## src/hw/rtl/wfha_pkg.sv

```systemverilog
// Package for the worst-fit heap allocator: action codes, header constants
// and the arena control struct. No dependencies.
package wfha_pkg;

   localparam int HEAP_BYTES_DEF = 4096;
   localparam int WORD_W         = 13;
   localparam int HDR_BYTES      = 16;
   localparam int WORD_BYTES     = 8;

   localparam logic [1:0] ACT_ALLOC   = 2'd0;
   localparam logic [1:0] ACT_FREE    = 2'd1;
   localparam logic [1:0] ACT_RELEASE = 2'd2;

   typedef struct packed {
      logic rd_en;
      logic wr_en;
   } mem_ctl_type;

endpackage

```

## src/hw/rtl/wfha_seq.sv

```systemverilog
// Sequencer for allocate, free and release: walks block headers through the
// arena port one word at a time. Depends on wfha_pkg.
module wfha_seq
   import wfha_pkg::*;
#(
   parameter int HEAP_BYTES = HEAP_BYTES_DEF,
   localparam int WORDS     = HEAP_BYTES / WORD_BYTES,
   localparam int IW        = $clog2(WORDS)
) (
   input  logic              clock,
   input  logic              reset,
   input  logic              start,
   input  logic [1:0]        action,
   input  logic [12:0]       request_bytes,
   input  logic [12:0]       block_address,
   input  logic              out_free,
   input  logic [WORD_W-1:0] rd_data,
   output logic              idle,
   output logic              done,
   output logic [12:0]       res_payload,
   output logic              res_ok,
   output mem_ctl_type       ctl,
   output logic [IW-1:0]     rd_idx,
   output logic [IW-1:0]     wr_idx,
   output logic [WORD_W-1:0] wr_data
);

   localparam int PW = $clog2(HEAP_BYTES + 16416) + 1;

   localparam logic [3:0] S_IDLE   = 4'd0;
   localparam logic [3:0] S_WCHK   = 4'd1;
   localparam logic [3:0] S_WOCC   = 4'd2;
   localparam logic [3:0] S_WSZ    = 4'd3;
   localparam logic [3:0] S_DECIDE = 4'd4;
   localparam logic [3:0] S_SPL1   = 4'd5;
   localparam logic [3:0] S_SPL2   = 4'd6;
   localparam logic [3:0] S_MARK   = 4'd7;
   localparam logic [3:0] S_FRD    = 4'd8;
   localparam logic [3:0] S_DONE   = 4'd9;

   logic [3:0]        state_ff, state_in;
   logic [12:0]       req_ff, req_in;
   logic [PW-1:0]     hdr_ff, hdr_in;
   logic [PW-1:0]     pos_ff, pos_in;
   logic [PW-1:0]     best_ff, best_in;
   logic [WORD_W-1:0] bsize_ff, bsize_in;
   logic [WORD_W-1:0] occ_ff, occ_in;
   logic [PW-1:0]     heap_end_ff, heap_end_in;
   logic              rd_ok_ff, rd_ok_in;
   logic [12:0]       pay_ff, pay_in;
   logic              ok_ff, ok_in;

   logic [WORD_W-1:0] rd_word;
   logic [PW-1:0]     free_hdr;
   logic [PW-1:0]     new_end;
   logic [PW-1:0]     req_hdr;
   logic [PW-1:0]     rd_addr;
   logic [PW-1:0]     wr_addr;

   function automatic logic in_arena(input logic [PW-1:0] b);
      in_arena = (b >> 3) < PW'(WORDS);
   endfunction

   assign rd_word  = rd_ok_ff ? rd_data : '0;
   assign free_hdr = PW'(block_address) - PW'(HDR_BYTES);
   assign req_hdr  = PW'(req_ff) + PW'(HDR_BYTES);
   assign new_end  = pos_ff + req_hdr;

   always_comb begin
      state_in    = state_ff;
      req_in      = req_ff;
      hdr_in      = hdr_ff;
      pos_in      = pos_ff;
      best_in     = best_ff;
      bsize_in    = bsize_ff;
      occ_in      = occ_ff;
      heap_end_in = heap_end_ff;
      rd_ok_in    = rd_ok_ff;
      pay_in      = pay_ff;
      ok_in       = ok_ff;
      ctl         = '0;
      rd_addr     = pos_ff;
      wr_addr     = best_ff;
      wr_data     = '0;
      done        = 1'b0;
      unique case (state_ff)
         S_IDLE: begin
            if (start) begin
               req_in   = request_bytes;
               pay_in   = '0;
               ok_in    = 1'b0;
               state_in = S_DONE;
               unique case (action)
                  ACT_ALLOC: begin
                     if (request_bytes[2:0] == 3'd0) begin
                        pos_in   = '0;
                        best_in  = '0;
                        bsize_in = '0;
                        state_in = S_WCHK;
                     end
                  end
                  ACT_FREE: begin
                     if (block_address >= 13'(HDR_BYTES) && block_address[2:0] == 3'd0
                         && free_hdr < heap_end_ff) begin
                        hdr_in    = free_hdr;
                        rd_addr   = free_hdr;
                        ctl.rd_en = 1'b1;
                        rd_ok_in  = in_arena(free_hdr);
                        state_in  = S_FRD;
                     end
                  end
                  ACT_RELEASE: begin
                     heap_end_in = '0;
                     ok_in       = 1'b1;
                  end
                  default: begin
                     ok_in = 1'b0;
                  end
               endcase
            end
         end
         S_WCHK: begin
            if (pos_ff < heap_end_ff) begin
               rd_addr   = pos_ff;
               ctl.rd_en = 1'b1;
               rd_ok_in  = in_arena(pos_ff);
               state_in  = S_WOCC;
            end else begin
               state_in = S_DECIDE;
            end
         end
         S_WOCC: begin
            occ_in    = rd_word;
            rd_addr   = pos_ff + PW'(WORD_BYTES);
            ctl.rd_en = 1'b1;
            rd_ok_in  = in_arena(rd_addr);
            state_in  = S_WSZ;
         end
         S_WSZ: begin
            if (occ_ff == '0 && rd_word >= req_ff && rd_word > bsize_ff) begin
               best_in  = pos_ff;
               bsize_in = rd_word;
            end
            pos_in   = pos_ff + PW'(rd_word) + PW'(HDR_BYTES);
            state_in = S_WCHK;
         end
         S_DECIDE: begin
            if (bsize_ff == '0) begin
               if (new_end > PW'(HEAP_BYTES)) begin
                  state_in = S_DONE;
               end else begin
                  heap_end_in = new_end;
                  best_in     = pos_ff;
                  wr_addr     = pos_ff + PW'(WORD_BYTES);
                  wr_data     = req_ff;
                  ctl.wr_en   = in_arena(wr_addr);
                  state_in    = S_MARK;
               end
            end else if (PW'(bsize_ff) > req_hdr) begin
               wr_addr   = best_ff + PW'(WORD_BYTES);
               wr_data   = req_ff;
               ctl.wr_en = in_arena(wr_addr);
               state_in  = S_SPL1;
            end else begin
               state_in = S_MARK;
            end
         end
         S_SPL1: begin
            wr_addr   = best_ff + req_hdr;
            wr_data   = '0;
            ctl.wr_en = in_arena(wr_addr);
            state_in  = S_SPL2;
         end
         S_SPL2: begin
            wr_addr   = best_ff + req_hdr + PW'(WORD_BYTES);
            wr_data   = WORD_W'(PW'(bsize_ff) - req_hdr);
            ctl.wr_en = in_arena(wr_addr);
            state_in  = S_MARK;
         end
         S_MARK: begin
            wr_addr   = best_ff;
            wr_data   = WORD_W'(1);
            ctl.wr_en = in_arena(best_ff);
            pay_in    = 13'(best_ff + PW'(HDR_BYTES));
            ok_in     = 1'b1;
            state_in  = S_DONE;
         end
         S_FRD: begin
            if (rd_word != '0) begin
               wr_addr   = hdr_ff;
               wr_data   = '0;
               ctl.wr_en = in_arena(hdr_ff);
               ok_in     = 1'b1;
            end
            state_in = S_DONE;
         end
         S_DONE: begin
            if (out_free) begin
               done     = 1'b1;
               state_in = S_IDLE;
            end
         end
         default: begin
            state_in = S_IDLE;
         end
      endcase
   end

   always_ff @(posedge clock) begin
      if (reset) begin
         state_ff    <= S_IDLE;
         heap_end_ff <= '0;
      end else begin
         state_ff    <= state_in;
         heap_end_ff <= heap_end_in;
      end
   end

   always_ff @(posedge clock) begin
      req_ff   <= req_in;
      hdr_ff   <= hdr_in;
      pos_ff   <= pos_in;
      best_ff  <= best_in;
      bsize_ff <= bsize_in;
      occ_ff   <= occ_in;
      rd_ok_ff <= rd_ok_in;
      pay_ff   <= pay_in;
      ok_ff    <= ok_in;
   end

   assign idle        = (state_ff == S_IDLE);
   assign res_payload = pay_ff;
   assign res_ok      = ok_ff;
   assign rd_idx      = rd_addr[IW+2:3];
   assign wr_idx      = wr_addr[IW+2:3];

endmodule

```

## config.mk

```make
export PLATFORM = sky130hd
export DESIGN_NAME = wfha_seq
export DESIGN_NICKNAME = d
export VERILOG_FILES = /design/src/hw/rtl/wfha_pkg.sv /design/src/hw/rtl/wfha_seq.sv
export SDC_FILE = /design/constraint.sdc
export NUM_CORES = 1
export LEC_CHECK = 0
export BUFFER_PORTS_ARGS = -buffer_cell sky130_fd_sc_hd__buf_2
export CORE_MARGIN = 2
export CORE_UTILIZATION = 40
export CTS_CLUSTER_DIAMETER = 120
export DETAILED_ROUTE_END_ITERATION = 8
export SLEW_MARGIN = 20
export SYNTH_ARGS = -nofsm -noshare
export SYNTH_HDL_FRONTEND = slang
export SYNTH_SLANG_ARGS = --single-unit
```

## constraint.sdc

```tcl
create_clock -name clock -period 4.1 [get_ports clock]
set_input_delay 0.205 -clock clock [delete_from_list [all_inputs] [get_ports clock]]
set_output_delay 0.205 -clock clock [all_outputs]
set_load 0.05 [all_outputs]
```

Word-level counts from Yosys, hierarchy flattened
Cells that the tools add are included.

Add/subtract/negate cells: 11. Magnitude comparators: 15. Equality and inequality tests: 23. Muxes and demuxes: 65. Reductions and logical operators: 28.

Operators with widths (number): $mux W16 (10); $mux W13 (9); $lt A13 B10 Y1 const B (8); $mux W12 (7); $pmux W16 S2 (2); $pmux W13 S2 (2); $add A16 B4 Y16 const B (3); $pmux W12 S4 (1); $pmux W16 S3 (1); $pmux W13 S3 (1); $pmux W4 S9 (1); $add A16 B14 Y16 (2); $lt A16 B16 Y1 (2); $logic_not A13 Y1 (2); $pmux W12 S2 (1); $mux W4 (5); $mux W1 (18); $add A16 B13 Y16 (1); $add A16 B5 Y16 const B (1); $eq A4 B3 Y1 const B (4); $gt A16 B13 Y1 const B (1); $reduce_and A5 Y1 (3); $add A13 B5 Y14 const B (1); $gt A13 B14 Y1 (1); 30 further kinds (55).

Register bits after elaboration: 120. Bits of input ports: 45. Output and inout port bits: 49. Word-level logic and storage cells: 153.

Longest topological paths before layout
Gate-level depths: netlist of the first run.

Word-level depth: 7. Mapped depth: 16. Mapped depth without buffers: 15.

Worst setup path after synthesis of the first run
Ideal clock, no wire load.

Path kind: register to register. From: reg req_ff[4]. To: reg best_ff[0], enable pin. Setup time: 0.414 ns. Arrival time: 4.110 ns. Required time: 3.686 ns. Setup slack: -0.424 ns. Cell stages (with the launch flop): 13. Path buffers: 1. Period minus slack after synthesis: 4.524 ns. Path through: edfxtp_1 > ha_1 > xor2_1 > ha_1 > o21a_1 > o211a_1 > a221oi_2 > o21ai_1 > mux2_4 > nor4b_4 > o21ai_2 > buf_6 > a211oi_1.

Cells in the longest elaborated chain, start to end: 5. Elaborated cells on any way between the ends: 9. Those cells by class: 2 x add/sub; 2 x order compare; 2 x eq/ne; 3 x reduce/logical.

Ends and longest elaborated chain: start: declaration (RTL line wfha_seq.sv:42) `logic [12:0] req_ff, req_in;`; start signal: assignment (RTL line wfha_seq.sv:220) `req_ff <= req_in;`; $add A13 B5 Y14 / $ge A13 B13 Y1 (equally long branches) (RTL line wfha_seq.sv:66, wfha_seq.sv:140); $add A16 B14 Y16 / $logic_and A1 B1 Y1 (equally long branches) (RTL line wfha_seq.sv:67, wfha_seq.sv:140); $gt A16 B13 Y1 / $logic_and A1 B1 Y1 (equally long branches) (RTL line wfha_seq.sv:149, wfha_seq.sv:140); $ne A2 B2 Y1 (no source line); $reduce_and A7 Y1 (no source line) *; end signal: assignment (RTL line wfha_seq.sv:223) `best_ff <= best_in;`; end: declaration (RTL line wfha_seq.sv:45) `logic [PW-1:0] best_ff, best_in;`.

Mark *: on every way between the ends. The rest lies on a longest branch, timed or not. A chain may end at the register's enable or synchronous reset.

Worst setup path after layout of the first run
From: reg req_ff[5]. To: out wr_idx[8].

Cells in the longest elaborated chain, start to end: 6. Elaborated cells on any way between the ends: 10. Those cells by class: 4 x add/sub; 2 x order compare; 4 x mux.

Ends and longest elaborated chain: $add A13 B5 Y14 * (RTL line wfha_seq.sv:66) `assign req_hdr = PW'(req_ff) + PW'(HDR_BYTES);`; $add A16 B14 Y16 (RTL line wfha_seq.sv:67) `assign new_end = pos_ff + req_hdr;`; $gt A16 B13 Y1 (RTL line wfha_seq.sv:149) `if (new_end > PW'(HEAP_BYTES)) begin`; $mux W12 (RTL line wfha_seq.sv:149); $mux W12 (RTL line wfha_seq.sv:148) `if (bsize_ff == '0) begin`; $pmux W12 S4 * (RTL line wfha_seq.sv:86) `unique case (state_ff)`; end: declaration (RTL line wfha_seq.sv:24) `output logic [IW-1:0] wr_idx,`.

Marks and branches as above.

==> run_results.csv, run 1 <==
group,metric,value,unit
timing,final_max_slew_viol_count,0,
setup_path,rr_endpoint,"heap_end_ff[4]",
clocking,cts_inserted_buffers,17,
setup_path,worst-r2r-setup-slack,310,ps
worst_hold_path,min-delay-path-class,"in -> reg",
flow_run,max_cap_violations,0,
detailed_routing,met1_length,15600,µm
final_layout,antenna-diode-count,0,
floorplanning,floorplan.core_area,26000,µm²
pwr,power.static_leakage,5.61,nW
setup_path,worstSetupEndpointType,"output pin",
timing,final_hold_viol_count,0,
detailed_routing,ant_nets,0,
yosys,synth_top_area_share,27.7,%
yosys,synth.top_cells.by_area,"sky130_fd_sc_hd__edfxtp_1 (28%), sky130_fd_sc_hd__ha_1 (16%), sky130_fd_sc_hd__dfxtp_1 (3.8%), sky130_fd_sc_hd__a21oi_1 (3.3%), sky130_fd_sc_hd__xnor2_1 (3.3%)",
floorplanning,die_y,166,µm
yosys,synth_cells,1152,
worst_hold_path,holdPathStages,1,
setup_path,setup.worst_path.start_class,"register",
detailed_routing,initialDrtViolationCount,843,
yosys,synth.ff_latch_count,117,
detailed_routing,routed-wl-met2,16300,µm
timing,max_slew.worst_pin.slew,880,ps
timing,max_freq,234,MHz
clocking,clock_tree_from_tritoncts,"yes",
setup_path,critPathLaunch,"req_ff[5]",
placed_design,detailed_place_hpwl,27000,µm
clocking,cts-root-buf,"sky130_fd_sc_hd__clkbuf_16",
timing,timing.final.ws_setup,-170,ps
detailed_routing,dr.pass1.iters,5,
final_layout,num-fill-cells,2396,
placed_design,numPlacedInstances,1606,
timing,finalSetupViolations,22,
timing,final.period_utilization,104,%
setup_path,arrival_time_of_the_worst_setup_path,4060,ps
global_route,initial_antenna_violation_count,0,
worst_hold_path,holdCritStartpoint,"block_address[3]",
final_layout,final_layout_size_suffix_gt1_share,23.3,%
setup_path,required,3890,ps
timing,post-route-min-period,4270,ps
setup_path,path_max_fanout,6,
yosys,syn_avg_cell_area,9.14,µm²
status,outcome,"finished, violations left",
setup_path,depth_of_the_most_critical_reg_to_reg_path,16,
yosys,sequential_cell_area_fraction_in_the_yosys_report,31.5,%
timing,rsz_0062_raised_after_global_routing,"true",
clocking,cts.reportedPaths.clkPinSlew,60,ps
yosys,synthesis.area,10500,µm²
status,violations_in_the_final_reports,"negative setup slack",
pwr,p_total,11.4,mW
setup_path,rr_startpoint,"req_ff[4]",
timing,setup_total_negative_slack,-1470,ps
global_route,via_count_of_the_first_global_routing_pass,9388,
clocking,worstSkewPairLatency,430,ps
detailed_routing,totalWireLength,35300,µm
timing,relSlewSlack,41.4,%
detailed_routing,avgViaCountPerCell,5.85,
yosys,synth-edff-count,97,
yosys,dominantRegCellSynth,"sky130_fd_sc_hd__edfxtp_1",
clocking,htreeDepth,4,
detailed_routing,met3WireLength,2140,µm
global_route,grt_first_pass_wirelength,53300,µm
global_route,largest_net_degree_at_the_start_of_global_routing,30,
setup_path,critical_path.max_stage_delay,410,ps
final_layout,final_cell_count_no_fill,1675,
global_route,grt.overflow.total,0,
floorplanning,design.die.area,27600,µm²
floorplanning,floorplan.io_pins,94,
global_route,globalRouteTotalUtil,24.8,%
yosys,yosysWarningCount,0,
detailed_routing,wl_per_cell,21.1,µm
detailed_routing,routed-via-count,9793,
setup_path,timing.critical_path.cells,"ha_4 > nand2_4 > or3_4 > xnor2_4 > ha_4 > o21a_1 > o21ai_2 > o31ai_2 > a21oi_1 > a31oi_1 > nor4b_4 > o21ai_4 > buf_6 > mux2i_1 > a221o_1 > buf_6",
timing,final.setup_skew,10.4,ps
yosys,net_count_after_synthesis,1332,
final_layout,synthToLayoutAreaGrowth,26.3,%
floorplanning,rows,59,
clocking,clk_path_buf_depth,2,
yosys,yosys.area.top_type,"sky130_fd_sc_hd__edfxtp_1",
placed_design,buffer_ports.inserted,93,
pwr,peakVddDrop,0.000494,V
clocking,clock_sinks,117,
setup_path,crit_path_top_delay_cell,"sky130_fd_sc_hd__edfxtp_1",
yosys,postSynth.asyncResetShare,0,%
detailed_routing,detail_route.drc_violations,0,
worst_hold_path,min_to,"hdr_ff[3]",
yosys,yosysUniqueCellTypes,80,
final_layout,final_net_count,1507,
detailed_routing,maxUsedRoutingLayer,"met4",
pwr,power_density,857,nW/µm²
floorplanning,start_util,40.5,%
floorplanning,die_x,166,µm
setup_path,worstSetupPathType,"reg -> out",
placed_design,finalWeightedCongestion,0.941,
final_layout,fin_util,51.2,%
timing,finalHoldWorstSlack,53.3,ps
-- logic make-up after synthesis --
family,Yosys count,synth area share [%]
DFF,117,31.5
AOI/OAI and AO/OA,320,20.9
muxes,23,2.29
adders and majority gates,135,16.3
buffers and inverters,117,4.41
xor gates and xnor gates,79,6.57
and+or+nand+nor,361,18.1
-- cells in the final DEF, fill, tap and decap left out, types with 8 or more instances in the layout --
cell and count:
sky130_fd_sc_hd__buf_6 23, sky130_fd_sc_hd__nand4_1 17, sky130_fd_sc_hd__xnor2_1 32, sky130_fd_sc_hd__nor4_1 12, sky130_fd_sc_hd__nor2b_1 23, sky130_fd_sc_hd__and3_1 18
sky130_fd_sc_hd__nor2_1 80, sky130_fd_sc_hd__buf_4 89, sky130_fd_sc_hd__edfxtp_1 97, sky130_fd_sc_hd__dlygate4sd3_1 12, sky130_fd_sc_hd__o21a_1 14, sky130_fd_sc_hd__and2_1 36
sky130_fd_sc_hd__o211ai_1 13, sky130_fd_sc_hd__buf_2 70, sky130_fd_sc_hd__nand3_1 45, sky130_fd_sc_hd__a211oi_1 12, sky130_fd_sc_hd__o21ai_0 58, sky130_fd_sc_hd__mux2i_1 17
sky130_fd_sc_hd__nor3_1 16, sky130_fd_sc_hd__or3_1 10, sky130_fd_sc_hd__o31ai_1 9, sky130_fd_sc_hd__a21oi_1 67, sky130_fd_sc_hd__nand2b_1 14, sky130_fd_sc_hd__ha_1 118
sky130_fd_sc_hd__xor2_1 38, sky130_fd_sc_hd__a21o_1 28, sky130_fd_sc_hd__dfxtp_1 20, sky130_fd_sc_hd__a31oi_1 11, sky130_fd_sc_hd__a22o_1 11, sky130_fd_sc_hd__clkbuf_16 17
sky130_fd_sc_hd__nand2_1 49, sky130_fd_sc_hd__o21ai_1 8, sky130_fd_sc_hd__inv_1 75, sky130_fd_sc_hd__ha_4 9
-- synth_stat cells, types with 17 or more instances --
master,count
sky130_fd_sc_hd__a21o_1,28
sky130_fd_sc_hd__o21ai_0,66
sky130_fd_sc_hd__ha_1,132
sky130_fd_sc_hd__clkbuf_1,33
sky130_fd_sc_hd__nor3_1,17
sky130_fd_sc_hd__nand4_1,17
sky130_fd_sc_hd__mux2i_1,17
sky130_fd_sc_hd__xnor2_1,40
sky130_fd_sc_hd__inv_1,77
sky130_fd_sc_hd__edfxtp_1,97
sky130_fd_sc_hd__a21oi_1,70
sky130_fd_sc_hd__xor2_1,39
sky130_fd_sc_hd__nand2_1,51
sky130_fd_sc_hd__nor2_1,81
sky130_fd_sc_hd__nand3_1,48
sky130_fd_sc_hd__nor2b_1,24
sky130_fd_sc_hd__and3_1,20
sky130_fd_sc_hd__dfxtp_1,20
sky130_fd_sc_hd__and2_1,37
-- metrics by stage --
stage	setup WS, ps	area, µm²
final	-170	13300
after global routing	-244	13300
after CTS	-57.7	12900
after detailed placement	15.4	11800
after global placement	35.6	11800
after floorplan	32.1	10500
-- state kept, by name (all words and copies together) (netlist names) --
name,cells
pos_ff,16
res_payload,13
state_ff,4
req_ff,13
hdr_ff,11
best_ff,16
heap_end_ff,16
occ_ff,13
bsize_ff,13
rd_ok_ff,1
res_ok,1
-- per-layer routing --
| layer | up-vias | track usage, % |
|---|---|---|
| met3 | 68 | 3.60 |
| met1 | 4691 | 33.3 |
| met5 | - | 0 |
| met4 | 0 | 9.30 |
| li1 | 4669 | - |
| met2 | 365 | 40.7 |
-- worst max path at each step --
stage,end,slack [ps],cells after the start
3_5_place_dp,wr_idx[1],20,14
5_1_grt,wr_idx[8],-240,16
2_1_floorplan,wr_idx[0],30,13
4_1_cts,wr_idx[8],-60,19
6_report,wr_idx[8],-170,16
3_3_place_gp,wr_idx[1],40,14
-- critical path, delay by kind of cell (launching register included) --
family / cells / cell delay (ps)
AOI/OAI and AO/OA: 7 / 1330
xor gates and xnor gates: 1 / 180
adders and majority gates: 2 / 500
buffers and inverters: 2 / 320
DFF: 1 / 410
muxes: 1 / 110
and+or+nand+nor: 3 / 780
-- cell type report --
cell class	count	area, µm²	area share [%]
Sequential cell	117	3310	24.9
Tap cell	335	419	3.15
Timing Repair Buffer	196	1440	10.8
Inverter	77	289	2.17
Clock buffer	17	425	3.20
Multi-Input combinational cell	918	7260	54.6
Clock inverter	15	154	1.16
-- where the power goes --
part | total [mW] | leakage, nW | switching [mW] | internal [mW]
sequential | 2.10 | 1.08 | 0.392 | 1.71
combinational | 7.80 | 4.25 | 4.77 | 3.03
clock | 1.49 | 0.276 | 0.595 | 0.896
-- timing repair --
item	4_1_cts	5_1_grt
hold buffers	11	1
hold endpoints to repair	11	1
resized for setup	64	72
buffers inserted	15	10
endpoints found under the setup margin	23	32
pin swaps	12	21
Note: power is estimated with default switching activity, not from simulation.
==> run 2: changes to the inputs <==
--- a/config.mk
+++ b/config.mk
@@ -8,6 +8,7 @@
 export BUFFER_PORTS_ARGS = -buffer_cell sky130_fd_sc_hd__buf_2
 export CORE_MARGIN = 2
 export CORE_UTILIZATION = 40
+export CTS_BUF_LIST = sky130_fd_sc_hd__clkbuf_2
 export CTS_CLUSTER_DIAMETER = 120
 export DETAILED_ROUTE_END_ITERATION = 8
 export SLEW_MARGIN = 20
==> run 2 against run 1 <==
  * The run still ends with negative setup slack left
  * Die area unchanged
  * Clock power decreased by 46%
  * Worst hold slack got worse by 18 ps
  * Sequential share of layout area decreased by 0.32 points
  * Clock-buffer cell count unchanged
  * Core utilization increased by 0.66 points
  * Global-route usage increased by 0.70 points
  * Register-to-register slack got worse by 50 ps
  * Non-clock buffer count increased by 38
  * Highest routed layer unchanged
==> run_results.csv, run 2 (same netlist as run 1, synthesis figures left out) <==
group,metric,value,unit
status,outcome,"finished, violations left",
status,violations_in_the_final_reports,"negative setup slack",
setup_path,arrival_time_of_the_worst_setup_path,4380,ps
pwr,internal-power,5.19,mW
clocking,clock_sinks,117,
pwr,power.static_leakage,5.66,nW
floorplanning,die_x,166,µm
global_route,globalRouteMet2Util,41.8,%
global_route,via_count_of_the_first_global_routing_pass,9763,
floorplanning,floorplan.io_pins,94,
clocking,cts.reportedPaths.clkPinSlew,200,ps
detailed_routing,dr.pass1.iters,8,
global_route,grt.overflow.total,0,
pwr,p_clk_share,7.3,%
timing,final_max_slew_viol_count,0,
detailed_routing,routed-via-count,9966,
global_route,initial_antenna_violation_count,1,
timing,final.period_utilization,112,%
placed_design,numPlacedInstances,1606,
clocking,htreeDepth,4,
final_layout,synthToLayoutAreaGrowth,27.9,%
timing,finalSetupViolations,23,
timing,max_freq,218,MHz
timing,timing.final.ws_setup,-482,ps
final_layout,stdcell_area,13500,µm²
setup_path,required,3890,ps
setup_path,worstSetupEndpointType,"output pin",
pwr,power_density,816,nW/µm²
timing,max_slew.worst_pin.slew,878,ps
pwr,switching_part_of_the_total,52.8,%
detailed_routing,avgViaCountPerCell,5.81,
detailed_routing,detail_route.drc_violations,0,
clocking,clock_tree_from_tritoncts,"yes",
final_layout,biggestRegsByFlops,"best_ff: 16 flops, heap_end_ff: 16 flops, pos_ff: 16 flops",
floorplanning,floorplan.core_area,26000,µm²
global_route,globalRouteMet1Util,33.5,%
detailed_routing,ant_nets,0,
timing,relSlewSlack,41.5,%
clocking,clk_path_buf_depth,2,
floorplanning,start_util,40.5,%
placed_design,finalWeightedCongestion,0.941,
timing,setup_total_negative_slack,-9010,ps
timing,final_hold_viol_count,0,
clocking,cts-root-buf,"sky130_fd_sc_hd__clkbuf_2",
pwr,peakVddDrop,0.000484,V
floorplanning,design.die.area,27600,µm²
timing,final.setup_skew,31.7,ps
setup_path,path_max_fanout,5,
floorplanning,rows,59,
final_layout,final_net_count,1545,
pwr,p_comb_share,73.6,%
final_layout,layout_commonest_cell,"sky130_fd_sc_hd__ha_1",
final_layout,final_cell_count_no_fill,1714,
final_layout,most-common-layout-cells,"sky130_fd_sc_hd__ha_1 (116), sky130_fd_sc_hd__buf_4 (98), sky130_fd_sc_hd__edfxtp_1 (97)",
detailed_routing,initialDrtViolationCount,898,
clocking,worstSkewPairLatency,750,ps
pwr,reported_net_switching_power,5.80,mW
global_route,grt_first_pass_wirelength,55000,µm
setup_path,setup.worst_path.start_class,"register",
placed_design,detailed_place_hpwl,27000,µm
setup_path,worstSetupPathType,"reg -> out",
timing,post-route-min-period,4580,ps
final_layout,num-fill-cells,2381,
flow_run,max_cap_violations,0,
timing,finalHoldWorstSlack,34.9,ps
global_route,largest_net_degree_at_the_start_of_global_routing,30,
placed_design,placed_cell_area,11800,µm²
global_route,globalRouteTotalUtil,25.5,%
placed_design,buffer_ports.inserted,93,
clocking,cts_inserted_buffers,17,
global_route,grt-busiest-layer,"met2",
pwr,seqPwrFrac,19.1,%
global_route,gr_layer_usage_met3,3.46,%
worst_hold_path,min-delay-path-class,"in -> reg",
detailed_routing,totalWireLength,36000,µm
setup_path,worst-r2r-setup-slack,260,ps
detailed_routing,wl_per_cell,21.0,µm
floorplanning,die_y,166,µm
timing,rsz_0062_raised_after_global_routing,"true",
final_layout,final_layout_size_suffix_gt1_share,24.9,%
run 2: cell count changes in the layout (fill, tap and decap cells not counted), sizes merged:
cell	previous run	this run
inv	81	80
clkbuf	17	18
dlygate4sd3	12	39
clkinvlp	4	5
buf	184	194
diode	0	1
run 2: power groups by stage:
stage          sequential (mW)  clock [mW]  combinational, mW
2_1_floorplan             2.10           0               4.68
5_1_grt                   2.13       0.859               8.65
3_3_place_gp              2.08           0               6.77
3_5_place_dp              2.08           0               6.80
6_report                  2.10       0.798               8.09
4_1_cts                   2.08       0.804               7.79
run 2: worst max-delay path, cell delays in order, from the launching register on:
cell and delay [ps]:
sky130_fd_sc_hd__edfxtp_1 470, sky130_fd_sc_hd__buf_6 140, sky130_fd_sc_hd__nand3_4 110, sky130_fd_sc_hd__nor3_4 200, sky130_fd_sc_hd__xnor2_2 150, sky130_fd_sc_hd__inv_2 70
sky130_fd_sc_hd__ha_4 210, sky130_fd_sc_hd__buf_4 150, sky130_fd_sc_hd__a21oi_2 150, sky130_fd_sc_hd__o21ai_2 90, sky130_fd_sc_hd__or3_4 380, sky130_fd_sc_hd__o211ai_1 220
sky130_fd_sc_hd__buf_4 170, sky130_fd_sc_hd__a2111oi_4 60, sky130_fd_sc_hd__buf_6 160, sky130_fd_sc_hd__and3_4 190, sky130_fd_sc_hd__a21oi_2 110, sky130_fd_sc_hd__mux2i_1 90
sky130_fd_sc_hd__a221o_1 360, sky130_fd_sc_hd__buf_6 170
run 2: final cells by class:
| cell class | count | area, µm² | share of cell area [%] |
|---|---|---|---|
| Timing Repair Buffer | 234 | 1800 | 13.4 |
| Antenna cell | 1 | 2.50 | 0.0186 |
| Multi-Input combinational cell | 918 | 7400 | 54.9 |
| Inverter | 77 | 293 | 2.17 |
| Clock buffer | 17 | 85.1 | 0.632 |
| Sequential cell | 117 | 3310 | 24.6 |
| Clock inverter | 15 | 154 | 1.14 |
| Tap cell | 335 | 419 | 3.11 |
run 2: metrics by stage:
step           util, %  setup slack (ps)  power (mW)
2_1_floorplan        -              32.1        6.78
3_3_place_gp      45.3              35.6        8.85
3_5_place_dp      45.3              15.4        8.88
4_1_cts           51.0              -348        10.7
5_1_grt           51.8              -592        11.6
6_report          51.8              -482        11.0
run 2: per-layer routing:
layer / share of wire, % / vias up / wire, µm
li1: - / 4749 / -
met1: 43 / 4731 / 15500
met2: 46 / 401 / 16600
met3: 6.7 / 85 / 2410
met4: 4.1 / 0 / 1480
met5: 0 / - / 0
run 2: repair_timing:
action                                 in CTS  in global routing
endpoints found under the hold margin      47                  4
gates resized for setup                   138                 30
setup buffers                              31                  5
hold buffers                               35                  4
pin swaps                                  45                 10
setup endpoints to repair                  23                 33
run 2: worst paths after layout:
path | to | cells after the start | start
min | hdr_ff[13] | 3 | block_address[5]
min reg2reg | heap_end_ff[14] | 1 | heap_end_ff[14]
max reg2reg | heap_end_ff[4] | 17 | req_ff[4]
max | wr_idx[8] | 19 | req_ff[4]
==> run 3: changes to the inputs <==
--- a/config.mk
+++ b/config.mk
@@ -11,6 +11,9 @@
 export CTS_BUF_LIST = sky130_fd_sc_hd__clkbuf_2
 export CTS_CLUSTER_DIAMETER = 120
 export DETAILED_ROUTE_END_ITERATION = 8
+export GPL_TIMING_DRIVEN = 0
+export MAX_ROUTING_LAYER = met4
+export SKIP_CTS_REPAIR_TIMING = 1
 export SLEW_MARGIN = 20
 export SYNTH_ARGS = -nofsm -noshare
 export SYNTH_HDL_FRONTEND = slang
==> run 3 against run 2 <==
  * The run still ends with negative setup slack left
  * Core utilization shrank 1.1 points
  * Critical path depth shrank 1
  * Sequential power grew 3%
  * Largest cell class unchanged
  * Largest power group unchanged
==> run_results.csv, run 3 (same netlist as run 1, synthesis figures left out) <==
group,metric,value,unit
final_layout,final_layout_size_suffix_gt1_share,19.7,%
timing,timing.final.ws_setup,-752,ps
pwr,p_clk_share,7.8,%
floorplanning,die_y,166,µm
detailed_routing,detail_route.drc_violations,0,
detailed_routing,dr.pass1.iters,5,
timing,max_freq,206,MHz
floorplanning,floorplan.io_pins,94,
pwr,switching_part_of_the_total,54.2,%
floorplanning,rows,59,
detailed_routing,ant_nets,0,
global_route,initial_antenna_violation_count,1,
final_layout,most-common-layout-cells,"sky130_fd_sc_hd__ha_1 (124), sky130_fd_sc_hd__edfxtp_1 (97), sky130_fd_sc_hd__nor2_1 (80)",
global_route,globalRouteTotalUtil,25.2,%
setup_path,worstSetupPathType,"reg -> out",
pwr,seqPwrFrac,20.7,%
pwr,power.static_leakage,5.45,nW
timing,finalSetupViolations,38,
timing,rsz_0062_raised_after_global_routing,"true",
floorplanning,die_x,166,µm
timing,max_slew.worst_pin.slew,1060,ps
placed_design,detailed_place_hpwl,26500,µm
worst_hold_path,min-delay-path-class,"in -> reg",
clocking,htreeDepth,4,
clocking,cts-root-buf,"sky130_fd_sc_hd__clkbuf_2",
clocking,clock_tree_from_tritoncts,"yes",
detailed_routing,routed-via-count,9866,
flow_run,max_cap_violations,0,
clocking,clock_sinks,117,
timing,final_hold_viol_count,0,
pwr,peakVddDrop,0.000458,V
status,outcome,"finished, violations left",
final_layout,final_net_count,1527,
setup_path,arrival_time_of_the_worst_setup_path,4650,ps
setup_path,required,3890,ps
setup_path,worstSetupEndpoint,"wr_data[1]",
floorplanning,floorplan.core_area,26000,µm²
detailed_routing,initialDrtViolationCount,932,
detailed_routing,avgViaCountPerCell,5.82,
setup_path,setup.worst_path.start_class,"register",
detailed_routing,totalWireLength,35800,µm
placed_design,finalWeightedCongestion,0.949,
setup_path,timing.critical_path.depth,18,
timing,post-route-min-period,4850,ps
placed_design,buffer_ports.inserted,93,
floorplanning,design.die.area,27600,µm²
global_route,grt.overflow.total,0,
global_route,largest_net_degree_at_the_start_of_global_routing,18,
setup_path,crit_path_top_delay_cell,"sky130_fd_sc_hd__edfxtp_1",
clocking,clk_path_buf_depth,2,
setup_path,critical_path.max_stage_delay,590,ps
final_layout,area.sequential,3310,µm²
timing,relSlewSlack,29.3,%
pwr,p_comb_share,71.6,%
setup_path,path_max_fanout,10,
setup_path,critical_path_buf_inv_count,5,
setup_path,rr_startpoint,"req_ff[4]",
status,violations_in_the_final_reports,"negative setup slack",
final_layout,num-fill-cells,2454,
global_route,grt_first_pass_wirelength,52100,µm
timing,final.period_utilization,118,%
detailed_routing,wl_per_cell,21.1,µm
placed_design,placed_cell_area,11500,µm²
pwr,power_density,792,nW/µm²
clocking,cts_inserted_buffers,17,
pwr,p_total,10.4,mW
setup_path,most_used_cell_along_the_critical_path,"sky130_fd_sc_hd__buf_4",
pwr,reported_net_switching_power,5.66,mW
timing,final.setup_skew,37.4,ps
setup_path,critPathTopFamily,"compound AO/OA/AOI/OAI gates",
final_layout,layout_commonest_cell,"sky130_fd_sc_hd__ha_1",
clocking,worstSkewPairLatency,750,ps
final_layout,synthToLayoutAreaGrowth,25.1,%
setup_path,worstSetupEndpointType,"output pin",
placed_design,numPlacedInstances,1580,
final_layout,biggestRegsByFlops,"best_ff: 16 flops, heap_end_ff: 16 flops, pos_ff: 16 flops",
floorplanning,start_util,40.5,%
final_layout,final_cell_count_no_fill,1696,
setup_path,rr_endpoint,"best_ff[2]",
timing,final_max_slew_viol_count,0,
setup_path,worst-r2r-setup-slack,-100,ps
global_route,via_count_of_the_first_global_routing_pass,8888,
pwr,internal-power,4.78,mW
setup_path,critPathLaunch,"req_ff[4]",
clocking,cts.reportedPaths.clkPinSlew,200,ps
final_layout,multiInputGateArea,7340,µm²
setup_path,timing.critical_path.cells,"nand3_4 > buf_4 > nor2_1 > xnor2_2 > buf_4 > ha_2 > o21a_1 > o21ai_2 > o31ai_1 > a21oi_1 > a31oi_2 > nor4b_4 > buf_4 > o21ai_4 > a21oi_4 > buf_6 > o2bb2ai_1 > buf_4",
setup_path,depth_of_the_most_critical_reg_to_reg_path,18,
final_layout,stdcell_area,13200,µm²
-- run 3: metrics by stage --
| step | worst slack [ps] | setup TNS [ps] | hold slack, ps | util [%] |
|---|---|---|---|---|
| floorplan | 32.1 | 0 | 304 | - |
| global placement | -922 | -40640 | 382 | 44.0 |
| detailed placement | -915 | -29130 | 385 | 44.1 |
| CTS | -1760 | -48750 | -421 | 45.0 |
| global route | -908 | -22320 | 3.03 | 50.7 |
| finish | -752 | -16740 | 42.4 | 50.7 |
-- run 3: layout make-up --
cell class / count / area share, %
antenna: 1 / 0.0190
buffer: 38 / 1.36
clock buffer: 17 / 0.646
clock inverter: 15 / 1.17
inverter: 77 / 2.19
multi-input combinational: 918 / 55.7
sequential: 117 / 25.2
tap: 335 / 3.18
timing repair buffer: 178 / 10.6
-- run 3: per-layer routing --
layer / up-vias / GRT usage (%) / part of all wire (%)
met5: - / - / 0
li1: 4717 / - / -
met4: 0 / 8.32 / 3.1
met3: 72 / 4.36 / 6.0
met1: 4723 / 33.2 / 44
met2: 354 / 39.5 / 47
-- run 3: worst register-to-register path: stages (launching register included) --
cell and delay [ps]:
sky130_fd_sc_hd__edfxtp_1 590, sky130_fd_sc_hd__nand3_4 180, sky130_fd_sc_hd__buf_4 180, sky130_fd_sc_hd__nor2_1 180
sky130_fd_sc_hd__xnor2_2 110, sky130_fd_sc_hd__buf_4 180, sky130_fd_sc_hd__ha_2 410, sky130_fd_sc_hd__o21a_1 150
sky130_fd_sc_hd__o21ai_2 70, sky130_fd_sc_hd__o31ai_1 250, sky130_fd_sc_hd__a21oi_1 120, sky130_fd_sc_hd__a31oi_2 180
sky130_fd_sc_hd__nor4b_4 220, sky130_fd_sc_hd__buf_4 190, sky130_fd_sc_hd__o21ai_4 120, sky130_fd_sc_hd__clkbuf_16 190
sky130_fd_sc_hd__buf_4 140, sky130_fd_sc_hd__a211oi_4 300, sky130_fd_sc_hd__buf_12 190
-- run 3: worst min path at each step --
stage	from	to	slack, ps	cells after the start
after CTS	request_bytes[10]	req_ff[10]	-420	1
after detailed placement	request_bytes[9]	req_ff[9]	380	1
after floorplan	block_address[3]	hdr_ff[3]	300	0
final	block_address[5]	hdr_ff[5]	40	4
after global placement	request_bytes[5]	req_ff[5]	380	1
after global routing	rd_data[9]	occ_ff[9]	3	2
-- run 3: power by group through the flow --
stage / registers (mW) / logic (mW) / clock network, mW
final: 2.16 / 7.47 / 0.810
after global routing: 2.19 / 8.06 / 0.860
after CTS: 2.14 / 6.31 / 0.810
after detailed placement: 2.17 / 6.27 / 0
after global placement: 2.18 / 6.20 / 0
after floorplan: 2.10 / 4.68 / 0
